<file path="src/sv/utcd_pkg.sv">
`default_nettype none

package utcd_pkg;

    // Datapath operation codes
    localparam logic [2:0] OP_NONE     = 3'd0;
    localparam logic [2:0] OP_LOAD     = 3'd1;
    localparam logic [2:0] OP_DIV_DAY  = 3'd2;
    localparam logic [2:0] OP_DIV_HOUR = 3'd3;
    localparam logic [2:0] OP_DIV_MIN  = 3'd4;
    localparam logic [2:0] OP_YEAR     = 3'd5;
    localparam logic [2:0] OP_MONTH    = 3'd6;
    localparam logic [2:0] OP_PUBLISH  = 3'd7;

    // Divisors for the remainder steps
    localparam logic [16:0] SECS_PER_DAY  = 17'd86400;
    localparam logic [16:0] SECS_PER_HOUR = 17'd3600;
    localparam logic [16:0] SECS_PER_MIN  = 17'd60;

    // Reciprocals for the quotient steps: days as (secs >> 7) * DAY_RECIP >> 35,
    // hours as tod * HOUR_RECIP >> 29, minutes as rem * MIN_RECIP >> 18
    localparam logic [25:0] DAY_RECIP  = 26'd50903317;
    localparam logic [17:0] HOUR_RECIP = 18'd149131;
    localparam logic [12:0] MIN_RECIP  = 13'd4370;

    // Calendar walk start values
    localparam logic [11:0] BASE_YEAR     = 12'd1970;
    localparam logic [6:0]  BASE_YEAR_100 = 7'd70;
    localparam logic [8:0]  BASE_YEAR_400 = 9'd370;
    localparam logic [3:0]  LAST_MONTH    = 4'd11;

    // Zone offset register, held as seconds (reset: +8 hours)
    localparam logic signed [16:0] ZONE_SECS_RESET = 17'sd28800;
    localparam logic signed [16:0] ZONE_SECS_UNIT  = 17'sd3600;

    typedef struct packed {
        logic [2:0] op;
        logic       last;
    } t_cmd;

    typedef struct packed {
        logic year_done;
        logic month_done;
    } t_status;

    // Days in month, month counted from 0
    function automatic logic [4:0] month_len(input logic [3:0] m, input logic leap);
        logic [4:0] len;
        case (m)
            4'd1: len = leap ? 5'd29 : 5'd28;
            4'd3, 4'd5, 4'd8, 4'd10: len = 5'd30;
            default: len = 5'd31;
        endcase
        return len;
    endfunction

endpackage

`default_nettype wire

</file>
<file path="src/sv/utcd_ctrl.sv">
`default_nettype none

module utcd_ctrl
    import utcd_pkg::*;
(
    input  wire logic    i_clk,
    input  wire logic    i_rst_n,
    input  wire logic    i_valid,
    output logic         o_stall,
    output logic         o_valid,
    input  wire logic    i_stall,
    input  wire t_status i_status,
    output t_cmd         o_cmd
);

    localparam logic [2:0] ST_IDLE   = 3'd0;
    localparam logic [2:0] ST_DAY    = 3'd1;
    localparam logic [2:0] ST_HOUR   = 3'd2;
    localparam logic [2:0] ST_MIN    = 3'd3;
    localparam logic [2:0] ST_YEAR   = 3'd4;
    localparam logic [2:0] ST_MONTH  = 3'd5;
    localparam logic [2:0] ST_FINISH = 3'd6;

    logic [2:0] r_state, n_state;
    logic       r_cnt, n_cnt;
    logic       r_out_valid, n_out_valid;

    // Sequence the conversion phases; each division takes a quotient and a remainder step
    always_comb begin
        n_state     = r_state;
        n_cnt       = r_cnt;
        n_out_valid = r_out_valid & i_stall;
        o_cmd       = '{op: OP_NONE, last: !r_cnt};
        case (r_state)
            ST_IDLE: begin
                if (i_valid) begin
                    o_cmd.op = OP_LOAD;
                    n_state  = ST_DAY;
                    n_cnt    = 1'b1;
                end
            end
            ST_DAY: begin
                o_cmd.op = OP_DIV_DAY;
                if (o_cmd.last) begin
                    n_state = ST_HOUR;
                    n_cnt   = 1'b1;
                end else begin
                    n_cnt = 1'b0;
                end
            end
            ST_HOUR: begin
                o_cmd.op = OP_DIV_HOUR;
                if (o_cmd.last) begin
                    n_state = ST_MIN;
                    n_cnt   = 1'b1;
                end else begin
                    n_cnt = 1'b0;
                end
            end
            ST_MIN: begin
                o_cmd.op = OP_DIV_MIN;
                if (o_cmd.last) begin
                    n_state = ST_YEAR;
                end else begin
                    n_cnt = 1'b0;
                end
            end
            ST_YEAR: begin
                o_cmd.op = OP_YEAR;
                if (i_status.year_done) begin
                    n_state = ST_MONTH;
                end
            end
            ST_MONTH: begin
                o_cmd.op = OP_MONTH;
                if (i_status.month_done) begin
                    n_state = ST_FINISH;
                end
            end
            ST_FINISH: begin
                // hand off once the output register is free
                if (!r_out_valid || !i_stall) begin
                    o_cmd.op    = OP_PUBLISH;
                    n_out_valid = 1'b1;
                    n_state     = ST_IDLE;
                end
            end
            default: begin
                n_state = ST_IDLE;
            end
        endcase
    end

    always_ff @(posedge i_clk) begin
        if (!i_rst_n) begin
            r_state     <= ST_IDLE;
            r_cnt       <= 1'b0;
            r_out_valid <= 1'b0;
        end else begin
            r_state     <= n_state;
            r_cnt       <= n_cnt;
            r_out_valid <= n_out_valid;
        end
    end

    assign o_stall = (r_state != ST_IDLE);
    assign o_valid = r_out_valid;

endmodule

`default_nettype wire

</file>
<file path="src/sv/utcd_datapath.sv">
`default_nettype none

module utcd_datapath
    import utcd_pkg::*;
(
    input  wire logic        i_clk,
    input  wire logic        i_rst_n,
    input  wire logic [31:0] i_epoch_seconds,
    input  wire logic        i_cfg_we,
    input  wire logic [4:0]  i_cfg_data,
    input  wire t_cmd        i_cmd,
    output t_status          o_status,
    output logic [11:0]      o_year,
    output logic [3:0]       o_month,
    output logic [4:0]       o_day,
    output logic [4:0]       o_hour,
    output logic [5:0]       o_minute,
    output logic [5:0]       o_second
);

    logic signed [16:0] r_zone_secs;
    logic [32:0]        r_rem;
    logic [15:0]        r_quo;
    logic [15:0]        r_days;
    logic [4:0]         r_hour;
    logic [5:0]         r_min;
    logic [11:0]        r_year;
    logic [6:0]         r_y100;
    logic [8:0]         r_y400;
    logic [3:0]         r_mon;
    logic [11:0]        r_out_year;
    logic [3:0]         r_out_month;
    logic [4:0]         r_out_day;
    logic [4:0]         r_out_hour;
    logic [5:0]         r_out_min;
    logic [5:0]         r_out_sec;

    logic signed [16:0] w_zone_secs;
    logic signed [33:0] w_sum;
    logic [32:0]        w_start;
    logic [16:0]        w_div_base;
    logic [50:0]        w_day_prod;
    logic [33:0]        w_hour_prod;
    logic [23:0]        w_min_prod;
    logic [15:0]        w_quo_est;
    logic [32:0]        w_div_back;
    logic               w_leap;
    logic [8:0]         w_ylen;
    logic [4:0]         w_mlen;

    // Offset in hours to seconds, taken at the register write
    assign w_zone_secs = $signed(i_cfg_data) * ZONE_SECS_UNIT;

    // Shift into local time and clamp below the epoch
    assign w_sum   = $signed({2'b00, i_epoch_seconds})
                   + $signed({{17{r_zone_secs[16]}}, r_zone_secs});
    assign w_start = w_sum[33] ? 33'd0 : w_sum[32:0];

    // Quotient by reciprocal multiplication; days drop the factor 128 first
    assign w_day_prod  = {25'd0, r_rem[32:7]} * {25'd0, DAY_RECIP};
    assign w_hour_prod = {17'd0, r_rem[16:0]} * {16'd0, HOUR_RECIP};
    assign w_min_prod  = {12'd0, r_rem[11:0]} * {11'd0, MIN_RECIP};

    always_comb begin
        case (i_cmd.op)
            OP_DIV_DAY: begin
                w_div_base = SECS_PER_DAY;
                w_quo_est  = w_day_prod[50:35];
            end
            OP_DIV_HOUR: begin
                w_div_base = SECS_PER_HOUR;
                w_quo_est  = {11'd0, w_hour_prod[33:29]};
            end
            default: begin
                w_div_base = SECS_PER_MIN;
                w_quo_est  = {10'd0, w_min_prod[23:18]};
            end
        endcase
    end

    // Quotient times divisor, taken off the remainder in the second step
    assign w_div_back = {17'd0, r_quo} * {16'd0, w_div_base};

    // Leap year from the running year residues
    assign w_leap = (r_year[1:0] == 2'b00) && ((r_y100 != 7'd0) || (r_y400 == 9'd0));
    assign w_ylen = w_leap ? 9'd366 : 9'd365;
    assign w_mlen = month_len(r_mon, w_leap);

    assign o_status.year_done  = (r_days < {7'd0, w_ylen});
    assign o_status.month_done = (r_days < {11'd0, w_mlen}) || (r_mon >= LAST_MONTH);

    // Hold the zone offset
    always_ff @(posedge i_clk) begin
        if (!i_rst_n) begin
            r_zone_secs <= ZONE_SECS_RESET;
        end else if (i_cfg_we) begin
            r_zone_secs <= w_zone_secs;
        end
    end

    // Divide, then walk years and months
    always_ff @(posedge i_clk) begin
        case (i_cmd.op)
            OP_LOAD: begin
                r_rem <= w_start;
                r_quo <= 16'd0;
            end
            OP_DIV_DAY, OP_DIV_HOUR, OP_DIV_MIN: begin
                if (i_cmd.last) begin
                    r_rem <= r_rem - w_div_back;
                end else begin
                    r_quo <= w_quo_est;
                end
                if (i_cmd.last && i_cmd.op == OP_DIV_DAY) begin
                    r_days <= r_quo;
                    r_year <= BASE_YEAR;
                    r_y100 <= BASE_YEAR_100;
                    r_y400 <= BASE_YEAR_400;
                    r_mon  <= 4'd0;
                end
                if (i_cmd.last && i_cmd.op == OP_DIV_HOUR) begin
                    r_hour <= r_quo[4:0];
                end
                if (i_cmd.last && i_cmd.op == OP_DIV_MIN) begin
                    r_min <= r_quo[5:0];
                end
            end
            OP_YEAR: begin
                if (!o_status.year_done) begin
                    r_days <= r_days - {7'd0, w_ylen};
                    r_year <= r_year + 12'd1;
                    r_y100 <= (r_y100 == 7'd99) ? 7'd0 : r_y100 + 7'd1;
                    r_y400 <= (r_y400 == 9'd399) ? 9'd0 : r_y400 + 9'd1;
                end
            end
            OP_MONTH: begin
                if (!o_status.month_done) begin
                    r_days <= r_days - {11'd0, w_mlen};
                    r_mon  <= r_mon + 4'd1;
                end
            end
            OP_PUBLISH: begin
                r_out_year  <= r_year;
                r_out_month <= r_mon + 4'd1;
                r_out_day   <= r_days[4:0] + 5'd1;
                r_out_hour  <= r_hour;
                r_out_min   <= r_min;
                r_out_sec   <= r_rem[5:0];
            end
            default: begin
            end
        endcase
    end

    assign o_year   = r_out_year;
    assign o_month  = r_out_month;
    assign o_day    = r_out_day;
    assign o_hour   = r_out_hour;
    assign o_minute = r_out_min;
    assign o_second = r_out_sec;

endmodule

`default_nettype wire

</file>
<file path="src/sv/unix_time_to_calendar_date.sv">
// Seconds since 1970-01-01 UTC to local calendar date and time of day.
// Input channel: i_valid / o_stall carrying i_epoch_seconds; a transaction
// completes on a clock edge with i_valid high and o_stall low.
// Output channel: o_valid / i_stall carrying year, month, day, hour, minute
// and second; o_valid comes from a register and the fields hold while stalled.
// Config channel: i_cfg_valid / o_cfg_ready writes the signed zone offset in
// hours (i_cfg_data); ready is always high. Write it only while idle.
// Steps: a load, reciprocal-multiply division for days, hours and minutes
// (each a quotient and a remainder step), a walk of years from 1970, a walk
// of months, then the move into the output register.
// One item is in conversion at a time; o_stall is high from acceptance until
// the result moves to the output register. A finished result waits in the
// conversion state while the output register is still held by i_stall.
// Reset (synchronous, i_rst_n low) empties both sides and sets the zone
// offset to +8 hours.
`default_nettype none

module unix_time_to_calendar_date
    import utcd_pkg::*;
(
    input  wire logic        i_clk,
    input  wire logic        i_rst_n,
    input  wire logic        i_valid,
    output logic             o_stall,
    input  wire logic [31:0] i_epoch_seconds,
    output logic             o_valid,
    input  wire logic        i_stall,
    output logic [11:0]      o_year,
    output logic [3:0]       o_month,
    output logic [4:0]       o_day,
    output logic [4:0]       o_hour,
    output logic [5:0]       o_minute,
    output logic [5:0]       o_second,
    input  wire logic        i_cfg_valid,
    output logic             o_cfg_ready,
    input  wire logic [4:0]  i_cfg_data
);

    t_cmd    w_cmd;
    t_status w_status;

    assign o_cfg_ready = 1'b1;

    utcd_ctrl u_ctrl (
        .i_clk    (i_clk),
        .i_rst_n  (i_rst_n),
        .i_valid  (i_valid),
        .o_stall  (o_stall),
        .o_valid  (o_valid),
        .i_stall  (i_stall),
        .i_status (w_status),
        .o_cmd    (w_cmd)
    );

    utcd_datapath u_datapath (
        .i_clk           (i_clk),
        .i_rst_n         (i_rst_n),
        .i_epoch_seconds (i_epoch_seconds),
        .i_cfg_we        (i_cfg_valid & o_cfg_ready),
        .i_cfg_data      (i_cfg_data),
        .i_cmd           (w_cmd),
        .o_status        (w_status),
        .o_year          (o_year),
        .o_month         (o_month),
        .o_day           (o_day),
        .o_hour          (o_hour),
        .o_minute        (o_minute),
        .o_second        (o_second)
    );

endmodule

`default_nettype wire

</file>
<file path="config.mk">
export PLATFORM = sky130hd
export DESIGN_NAME = unix_time_to_calendar_date
export DESIGN_NICKNAME = d
export VERILOG_FILES = /design/src/sv/utcd_pkg.sv /design/src/sv/utcd_ctrl.sv /design/src/sv/utcd_datapath.sv /design/src/sv/unix_time_to_calendar_date.sv
export SDC_FILE = /design/constraint.sdc
export NUM_CORES = 2
export LEC_CHECK = 0
export ABC_AREA = 1
export BUFFER_PORTS_ARGS = -buffer_cell sky130_fd_sc_hd__clkbuf_2
export CORE_UTILIZATION = 45
export CTS_CLUSTER_DIAMETER = 80
export DETAILED_ROUTE_END_ITERATION = 8
export GPL_TIMING_DRIVEN = 0
export SLEW_MARGIN = 20
export SYNTH_ARGS = -nofsm -noshare
export SYNTH_HDL_FRONTEND = slang
export SYNTH_HIERARCHICAL = 1
export SYNTH_SLANG_ARGS = --single-unit
</file>
<file path="constraint.sdc">
create_clock -name i_clk -period 10.7 [get_ports i_clk]
set_input_delay 2.14 -clock i_clk [delete_from_list [all_inputs] [get_ports i_clk]]
set_output_delay 2.14 -clock i_clk [all_outputs]
set_load 0.02 [all_outputs]
</file>
======== Word-level counts from Yosys, hierarchy flattened ========
Cells that the tools add are included.
word-level totals
  register bits ........................... 164
  bits in latches ......................... 0
  RAM bits ................................ 0
  ROM bits ................................ 0
  output and inout bits ................... 41
  memories ................................ 0
cells by class
  $add $sub $neg .......................... 9
  multiply operators ...................... 5
  div/mod/pow operators ................... 0
  $lt $le $gt $ge ......................... 3
  eq/ne operators ......................... 32
  shift-type cells ........................ 0
  multiplexer cells ....................... 44
  bitwise operators ....................... 1
  reduce and logical (&&, ||, !) cells .... 32
operators by type and width
  kind                                                 number
  two-way mux 33 bit                                   2
  case mux 33 bit (2 select lines)                     1
  two-way mux 16 bit                                   4
  case mux 16 bit (2 select lines)                     2
  multiplier 26 x 26 -> 51 bit, second input constant  1
  case mux 16 bit (3 select lines)                     1
  case mux 3 bit (7 select lines)                      2
  adder 33 x 17 -> 34 bit                              1
  multiplier 17 x 18 -> 34 bit, second input constant  1
  case mux 17 bit (2 select lines)                     1
  multiplier 16 x 17 -> 33 bit                         1
  subtractor 33 bit                                    1
  two-way mux 9 bit                                    3
  two-way mux 12 bit                                   2
  two-way mux 3 bit                                    8
  case mux 12 bit (2 select lines)                     1
  multiplier 12 x 12 -> 23 bit, second input constant  1
  == test 3 bit, second input constant                 7
  two-way mux 7 bit                                    3
  case mux 9 bit (2 select lines)                      1
  < comparator 16 x 5 -> 1 bit                         1
  < comparator 16 x 9 -> 1 bit                         1
  inequality test 2 bit, second input constant         8
  subtractor 16 x 5 -> 16 bit                          1
  41 further kinds                                     71

======== Logic depth before layout (Yosys ltp) ========
  depth after elaboration ................. 10
  mapped depth ............................ 37
  depth with buffers taken out ............ 36

======== Modules after synthesis ========
The synthesis kept the hierarchy.
by module, submodules not included
  module                      times used  cells an instance  area each (um2)  sequential area each (um2)
  utcd_datapath               1           4181               34789.6          4644.5
  utcd_ctrl                   1           66                 427.9            100.1
  unix_time_to_calendar_date  1           2                  11.3             0.0

======== Least setup slack after synthesis ========
OpenSTA, ideal clock, no wires.
  kind .................................... input -> register
  start point ............................. input port i_stall
  end point ............................... register u_datapath.r_rem[26], data pin
  arrival ................................. 8253 ps
  data required time ...................... 10443 ps
  setup slack ............................. 2190 ps
  stages .................................. 29
  path buffers ............................ 1
  cell sequence ........................... nand2_1 -> inv_1 -> nor2_1 -> nor2_1 -> o211ai_1 -> nor3_2 -> inv_2 -> clkbuf_1 -> nor2_1 -> inv_1 -> fa_1 -> inv_1 -> fa_1 -> fa_1 -> inv_1 -> fa_1 -> fa_1 -> inv_1 -> fa_1 -> inv_1 -> ha_1 -> nand2_1 -> o21ai_0 -> a21oi_1 -> or2_2 -> nand3_1 -> nand2_1 -> nand3_1 -> o21ai_2
RTL lines
  element                 RTL line                          text
  start: declaration      unix_time_to_calendar_date.sv:27  input wire logic i_stall,
  end signal: assignment  utcd_datapath.sv:105              r_rem <= w_start;
  end signal: assignment  utcd_datapath.sv:110              r_rem <= r_rem - w_div_back;
  end: declaration        utcd_datapath.sv:22               logic [32:0] r_rem;

==> impl_metrics.py <==
metrics = {
    "cts": {
        "holdBufCountCts": 0,
        "clkLatencyLatePin_ns": 0.46,
        "clk_pin_slew_ns": 0.08,
        "cts_tree": "done",
        "cts_setup_buffers": 0,
        "cts-root-buf": "clkbuf_16",
        "cts_buffers": 17,
        "htree_num_levels": 4,
        "cts_buffer_depth": 2,
        "cts_resized": 0,
        "cts_sinks": 164,
    },
    "setup_path": {
        "slowest_stage": "nor3_2",
        "r2r_slack_ns": 1.87,
        "slowest_delay_ns": 0.97,
        "reg2regPathDepth": 28,
        "critical_path.startpoint_type": "input port",
        "critical_path_class": "in -> reg",
        "cp_common_cell": "fa_1",
        "cp_max_fo": 10,
        "worst-endpoint-arrival_ns": 10.20,
        "reg2reg_to": "u_datapath/r_rem[18]",
        "cp-startpoint": "i_stall",
        "cp-end-kind": "flip-flop",
        "required_ns": 10.87,
        "r2r_start": "u_ctrl/r_state[0]",
    },
    "timing": {
        "fin_ws_ns": 0.672,
        "slew_viol_final": 0,
        "timing.final.crit_share_pct": 93.7,
        "fin_setup_tns_ns": 0,
        "setup-violations-final": 0,
        "hold_viol": 0,
        "fin_hold_ws_ns": 0.408,
        "tightest_slew_ns": 1.11,
        "skew_ns": 0.0140,
        "layout_min_cycle_time_ns": 10.03,
        "fmax_ghz": 0.0997,
        "relSlewSlack_pct": 25.3,
        "rsz0062_at_grt": "no",
    },
    "floorplanning": {
        "core_area_um2": 77500,
        "initial_utilization_pct": 45.5,
        "die_area_um2": 79400,
        "io_pins": 83,
        "die_h_um": 282,
        "die_w_um": 282,
        "num_rows": 102,
    },
    "drt": {
        "drt_iter0_drc": 1600,
        "drc": 0,
        "wl_mm": 93.6,
        "via_per_inst": 5.05,
        "ant_nets": 0,
        "drt_pass1_iterations": 6,
        "num_vias": 27400,
        "wl_per_cell_um": 17.2,
    },
    "worst_hold_path": {
        "min_to": "u_datapath/o_hour[0]",
        "whs_path_depth": 0,
        "hp-start": "u_datapath/r_hour[0]",
        "hp-class": "reg -> reg",
    },
    "finish": {
        "syn_to_final_growth_pct": 7.66,
        "design_area_um2": 37900,
        "drive_gt1_share_pct": 5.06,
        "final_net_count": 5579,
        "antenna_cells": 0,
    },
    "placed_design": {
        "placed_area_um2": 37300,
        "dp_hpwl_mm": 81.6,
        "place_ws_ns": 0.363,
        "place.gp.congestion": 0.961,
        "io_buffers": 81,
    },
    "logic_synthesis": {
        "ys.flop_type": "edfxtp_1",
        "ys_types": 53,
        "ys_warn_count": 6,
        "ys_seq_elements": 164,
        "synth_cells": 4249,
        "synthesis.area_um2": 35200,
        "async_flop_share_pct": 0,
        "ys_seq_area_share_pct": 13.5,
        "synth_nets": 5452,
        "synth_edf_count": 146,
        "avgSynthCellArea_um2": 8.29,
    },
    "global_routing": {
        "grt_overflow": 0,
        "antenna_found_initial": 0,
        "grt_pass1_wl_mm": 150,
        "grtUsageTotal_pct": 24.5,
        "first_global_vias": 27400,
        "grt_max_degree": 29,
    },
    "run": {
        "maxCapViolCount": 0,
    },
    "run_status": {
        "status": "complete, no violations",
    },
}
==> placed cells by master, fill, tap and decap left out, drive strengths merged <==
cell type,n
dfxtp,18
a21boi,6
nand2b,1
ha,734
clkinv,2
o221ai,7
conb,2
or4,1
a211oi,2
a21oi,215
o211ai,10
nor3b,4
inv,1095
a21o,13
nor2,332
xnor2,26
nor3,59
and2,3
nand2,636
a31oi,6
nand3,178
fa,427
clkbuf,116
o21ai,171
edfxtp,146
nand4,35
xor2,25
o31ai,1
nand3b,11
o22ai,1
o21bai,18
or2,20
nor2b,1
o311ai,2
buf,36
o21a,11
nor4,10
a22oi,2
clkinvlp,5
==> registers in the layout, indices dropped and copies added (netlist names), 3 cells and up <==
register and flops:
u_datapath/r_hour 5, u_datapath/r_y100 7, u_datapath/r_days 16, u_datapath/o_hour 5, u_datapath/o_month 4, u_ctrl/r_state 3, u_datapath/o_minute 6, u_datapath/r_quo 16
u_datapath/o_day 5, u_datapath/o_second 6, u_datapath/r_rem 33, u_datapath/r_mon 4, u_datapath/r_year 12, u_datapath/r_zone_secs 13, u_datapath/r_y400 9, u_datapath/r_min 6
u_datapath/o_year 12
==> per-stage QoR <==
step                instances  utilization [%]
floorplan                4249                -
global placement         5370             47.7
detailed placement       5396             48.2
CTS                      5427             48.9
global route             5428             49.0
finish                   5428             49.0
==> synthesized netlist by cell type, drive strengths merged, types with 2 or more instances <==
cell type  count  share of area [%]
o221ai         7               0.17
o21ai        171                2.5
nor3          59               0.93
nor3b          4              0.085
o21a          11               0.23
conb           2              0.021
o21bai        18               0.38
edfxtp       146                 12
nor4          10               0.18
or2           20               0.36
xor2          25               0.62
a211oi         2              0.043
nand3b        11               0.23
inv         1087                 12
o211ai        10               0.21
nor2         332                3.6
dfxtp         18                1.0
ha           734                 26
buf            9               0.20
clkbuf        18               0.20
nand3        178                2.6
o311ai         2              0.050
a31oi          6               0.11
xnor2         26               0.65
nand2        636                6.9
fa           427                 24
and2           3              0.053
a21oi        215                3.1
a22oi          2              0.043
a21o          13               0.28
nand4         35               0.62
a21boi         6               0.13
==> worst max-delay path by stage <==
stage	to	slack, ns	cells past startpoint
detailed placement	u_datapath/r_rem[18]	0.36	29
global placement	u_datapath/r_rem[18]	0.38	29
finish	u_datapath/r_rem[18]	0.67	29
CTS	u_datapath/r_rem[18]	0.84	29
floorplan	u_datapath/r_rem[26]	2.19	29
global route	u_datapath/r_rem[18]	0.16	29
==> worst max-delay path, delay by kind of cell <==
family | cells | cell delay (ns)
AOI/OAI and AO/OA | 5 | 1.00
adders and majority gates | 7 | 3.55
buffers and inverters | 8 | 1.12
and+or+nand+nor | 9 | 2.36
==> cell type report <==
cell class / instances / area [µm²]
Buffer: 27 / 138
Clock buffer: 17 / 425
Clock inverter: 14 / 139
Fill cell: 7666 / 39500
Inverter: 1088 / 4090
Multi-Input combinational cell: 2970 / 26300
Sequential cell: 164 / 4740
Tap cell: 1040 / 1300
Timing Repair Buffer: 108 / 803
==> kinds of logic (layout without fill, tap and decap cells) <==
kind of cell,count (synthesis),count (layout),share of synthesized area (%)
buf+inv,1115,1254,12.0
compound gates,465,465,7.29
other cells,2,2,0.0213
flops,164,164,13.5
xor+xnor,51,51,1.27
fa+ha+maj,1161,1161,50.3
simple gates,1291,1291,15.6
==> layer usage <==
layer	global-route usage [%]	share of wire, %	up-vias
li1	-	-	13700
met1	35.0	48	13100
met2	39.9	45	541
met3	2.46	4.0	77
met4	5.21	2.2	0
met5	0	0	-
Power is not shown: default switching activity piles up to over one toggle a cycle in this logic, so the estimate is an artifact.
